`config.mk`:
```
export PLATFORM = sky130hd
export DESIGN_NAME = sfla_ram
export DESIGN_NICKNAME = d
export VERILOG_FILES = /design/src/design/sfla_ram.sv
export SDC_FILE = /design/constraint.sdc
export NUM_CORES = 1
export LEC_CHECK = 0
export BUFFER_PORTS_ARGS = -buffer_cell sky130_fd_sc_hd__buf_2
export CORE_ASPECT_RATIO = 0.9
export CORE_MARGIN = 2
export CORE_UTILIZATION = 50
export DETAILED_ROUTE_END_ITERATION = 8
export GPL_ROUTABILITY_DRIVEN = 0
export GPL_TIMING_DRIVEN = 0
export PLACE_DENSITY = 0.67
export SLEW_MARGIN = 20
export SYNTH_ARGS = -nofsm -noshare
export SYNTH_HDL_FRONTEND = slang
export SYNTH_SLANG_ARGS = --single-unit
```
`constraint.sdc`:
```
create_clock -name clk -period 3.4 [get_ports clk]
set_input_delay 0 -clock clk [delete_from_list [all_inputs] [get_ports clk]]
set_output_delay 0 -clock clk [all_outputs]
set_load 0.05 [all_outputs]
```
`src/design/sfla_ram.sv`:
```
`timescale 1ns / 1ps
`default_nettype none

module sfla_ram #(
    parameter int WIDTH = 8,
    parameter int DEPTH = 16
) (
    input  wire                      clk,
    input  wire                      en,
    input  wire                      we,
    input  wire  [$clog2(DEPTH)-1:0] addr,
    input  wire  [WIDTH-1:0]         wdata,
    output logic [WIDTH-1:0]         rdata
);

    logic [WIDTH-1:0] mem_array [DEPTH];
    logic [WIDTH-1:0] rdata_reg;

    // Single port, registered read
    always_ff @(posedge clk) begin
        if (en) begin
            if (we) begin
                mem_array[addr] <= wdata;
            end else begin
                rdata_reg <= mem_array[addr];
            end
        end
    end

    assign rdata = rdata_reg;

endmodule

`default_nettype wire

```
* Word level (Yosys, flattened, before mapping) *
Memories as Yosys holds them, arrays and structs flattened. A register that Yosys moved wholly into a read port is not among the register bits.
Index checks and enable logic that the tools add are counted.

word-level totals
  register bits after elaboration = 0
  memory bits (writable) = 128
  logic and storage cells = 6
  memories kept = 1

memory list
  memory     depth  bits a word  read ports  clocked after Yosys merged registers in  write ports  RTL line  text
  mem_array  16     8            1           1                                        1            16        logic [WIDTH-1:0] mem_array [DEPTH];

operators by class
  multiplexer cells = 3
  bitwise gates (word level) = 1
  reduce and logical (&&, ||, !) cells = 1

operators by type and width
  cell              number
  $mux 1            3
  $reduce_and 2->1  1
  $not 1->1         1

* Depth between registers and ports, before layout *
  word-level depth = 3
  gate-level depth with buffers = 5

* Worst setup path after synthesis *
Ideal clock, no wire load.

  path type = input port to flip-flop
  start = input addr[0]
  end = memory mem_array[0][0], enable pin
  library setup time = 383 ps
  data arrival time = 1339 ps
  data required time = 3017 ps
  path slack = 1678 ps
  cell stages on the path = 4
  path buffers = 2
  path through = buf_6 > buf_2 > or3_1 > nor3_1

RTL lines
  element             RTL line  text
  start: declaration  11        input wire [$clog2(DEPTH)-1:0] addr,
  end: declaration    16

Straight into the memory's write port.

* Worst setup path after layout *
  start = input addr[1]
  end = memory mem_array[11][6], enable pin

Straight into the memory's write port.

==> impl_metrics.tcl <==
set metrics [dict create \
    fmaxAchievable_mhz 588 \
    vdd_drop_max_v 0.000390 \
    dr.pass1.iters 4 \
    synth_area_leaders "edfxtp_1 (78%), mux4_1 (8.0%), mux4_2 (6.9%)" \
    area_growth_pct 16.9 \
    finalCriticalPeriod_ns 1.70 \
    grt_pass1_vias 2369 \
    syn-num-nets 249 \
    setup_violations 0 \
    yosys.cell_types.count 18 \
    finalNetCount 291 \
    diodes 0 \
    pre_cts_ws_ns 1.28 \
    relSlewSlack 0.438 \
    period_share 0.501 \
    routed_wirelength_um 9570 \
    ctsResizeCount 0 \
    rr_worst_depth 3 \
    root_buffer "clkbuf_16" \
    numCtsBuffers 17 \
    cp.arrival_ns 1.73 \
    io_pins 23 \
    r2r_end "rdata[2]" \
    hold_end "mem_array[12][2]" \
    synth_area_per_cell_um2 22.4 \
    p_leak_nw 2.01 \
    drc 0 \
    drt-vias-per-instance 5.73 \
    grt_use_total 0.183 \
    critPathLaunchType "input pin" \
    clock-sinks 136 \
    yosys_warnings 0 \
    largest_reg_flops 128 \
    grt_overflow 0 \
    final_core_util 0.600 \
    clk_pin_slew_ns 0.06 \
    cp.buffers_inverters 2 \
    min_path_type "input pin to register" \
    synth_area_leader_cell "edfxtp_1" \
    synth_top_cell_area_share 0.780 \
    cts_buffer_depth 2 \
    cts_max_level 4 \
    num_rows 35 \
    worstPathRequired_ns 3.43 \
    max_stage_delay_ns 0.69 \
    syn_area_mm2 0.00524 \
    start_util 0.513 \
    status "finished clean" \
    report.final.hold_viol_count 0 \
    slew_viol_final 0 \
    worstMarginPinSlew_ns 0.841 \
    final_cell_mix "edfxtp_1 (136), buf_2 (23), clkbuf_16 (17)" \
    rsz0062_at_grt "no" \
    drive_gt1_frac 0.263 \
    crit_family "simple AND/OR/NAND/NOR gates" \
    hpwlAfterDp_um 5970 \
    finalClockSkew_ns 0.00641 \
    fp.coreArea_mm2 0.0102 \
    die_area_mm2 0.0113 \
    fin_total_pwr_mw 3.81 \
    crit_path_top_delay_cell "nor2_1" \
    vias 2395 \
    dp_cells 383 \
    wl_per_cell_um 22.9 \
    end_kind "register" \
    path_cells "buf_2 -> buf_1 -> nand4_1 -> nor2_1" \
    cts_tree "yes" \
    instances_no_fill 418 \
    fin_ws_ns 1.70 \
    ys_seq_area_frac 0.780 \
    layout_commonest_cell "edfxtp_1" \
    drtAntennaViolNets 0 \
    finalSetupTns_ns 0 \
    drt_iter0_drc 222 \
    max-cap-violations 0 \
    hp-start "wdata[2]" \
    power_density_mw_per_mm2 622 \
    die_y_um 101 \
    clk_latency_ns 0.40 \
    setup.worst_path.class "input pin to register" \
    grt_first_pass_wirelength_um 14400 \
    numPortBuffers 20 \
    grt_max_degree 17 \
    reg2reg_from "mem_array[9][2]" \
    die_w_um 112 \
    crit_path_max_fanout 10 \
    r2r_setup_slack_ns 1.91 \
    antenna_found_initial 0 \
    yosys_register_bits 136 \
    holdPathStages 1 \
    synth_cells 234 \
]
## report_power, final
group	total (mW)	leakage [nW]	switching [mW]	internal [mW]
combinational	0.175	0.514	0.111	0.0641
sequential	1.88	1.23	0.00439	1.87
clock	1.76	0.268	0.678	1.08
## final cells by class
type / instances / area (um^2)
Buffer: 13 / 78.8
Clock inverter: 15 / 150
Fill cell: 707 / 4080
Multi-Input combinational cell: 85 / 1090
Sequential cell: 136 / 4080
Tap cell: 129 / 161
Timing Repair Buffer: 23 / 130
Clock buffer: 17 / 425
## through the flow
step	hold WS [ns]	cell area, um^2
floorplan	0.0989	5240
global placement	0.404	5500
detailed placement	0.409	5520
CTS	0.00572	6120
global route	0.00843	6120
finish	0.00966	6120
## layer usage
layer	vias up	wire length, um	GRT usage
li1	1079	-	-
met1	1247	4490	0.270
met2	59	4570	0.274
met3	10	397	0.0421
met4	0	110	0.0627
met5	-	0	0
## repair_timing
| item | 4_1_cts | 5_1_grt |
|---|---|---|
| hold endpoints to repair | 36 | 0 |
| endpoints found under the setup margin | 0 | 0 |
| hold buffers | 3 | 0 |
| buffers inserted | 0 | 0 |
## cells by family after synthesis
| family | after synthesis | synth area share |
|---|---|---|
| and+or+nand+nor | 37 | 0.0332 |
| buffers and inverters | 13 | 0.0150 |
| AOI/OAI and AO/OA | 16 | 0.0229 |
| DFF | 136 | 0.780 |
| muxes | 32 | 0.149 |
## cells in the mapped netlist
cell and n:
clkbuf_1 5, nand4b_1 2, buf_6 2, mux4_2 16, a22oi_1 16, nor2_1 13, mux4_1 16, nand2b_1 2
and2_1 1, buf_2 3, or3_1 1, edfxtp_1 136, nand4_1 1, buf_1 2, nor3_1 4, nor2b_1 3
nand2_1 10, buf_8 1
## worst max-delay path by stage
stage	slack, ns	to	startpoint	cells after the start
floorplan	1.68	mem_array[0][0]	addr[0]	4
global placement	0.96	mem_array[3][3]	addr[1]	4
detailed placement	1.28	mem_array[11][3]	addr[1]	4
CTS	1.68	mem_array[11][0]	addr[1]	4
global route	1.56	mem_array[15][7]	addr[1]	4
finish	1.70	mem_array[11][6]	addr[1]	4
(Power assumes the default switching activity.)
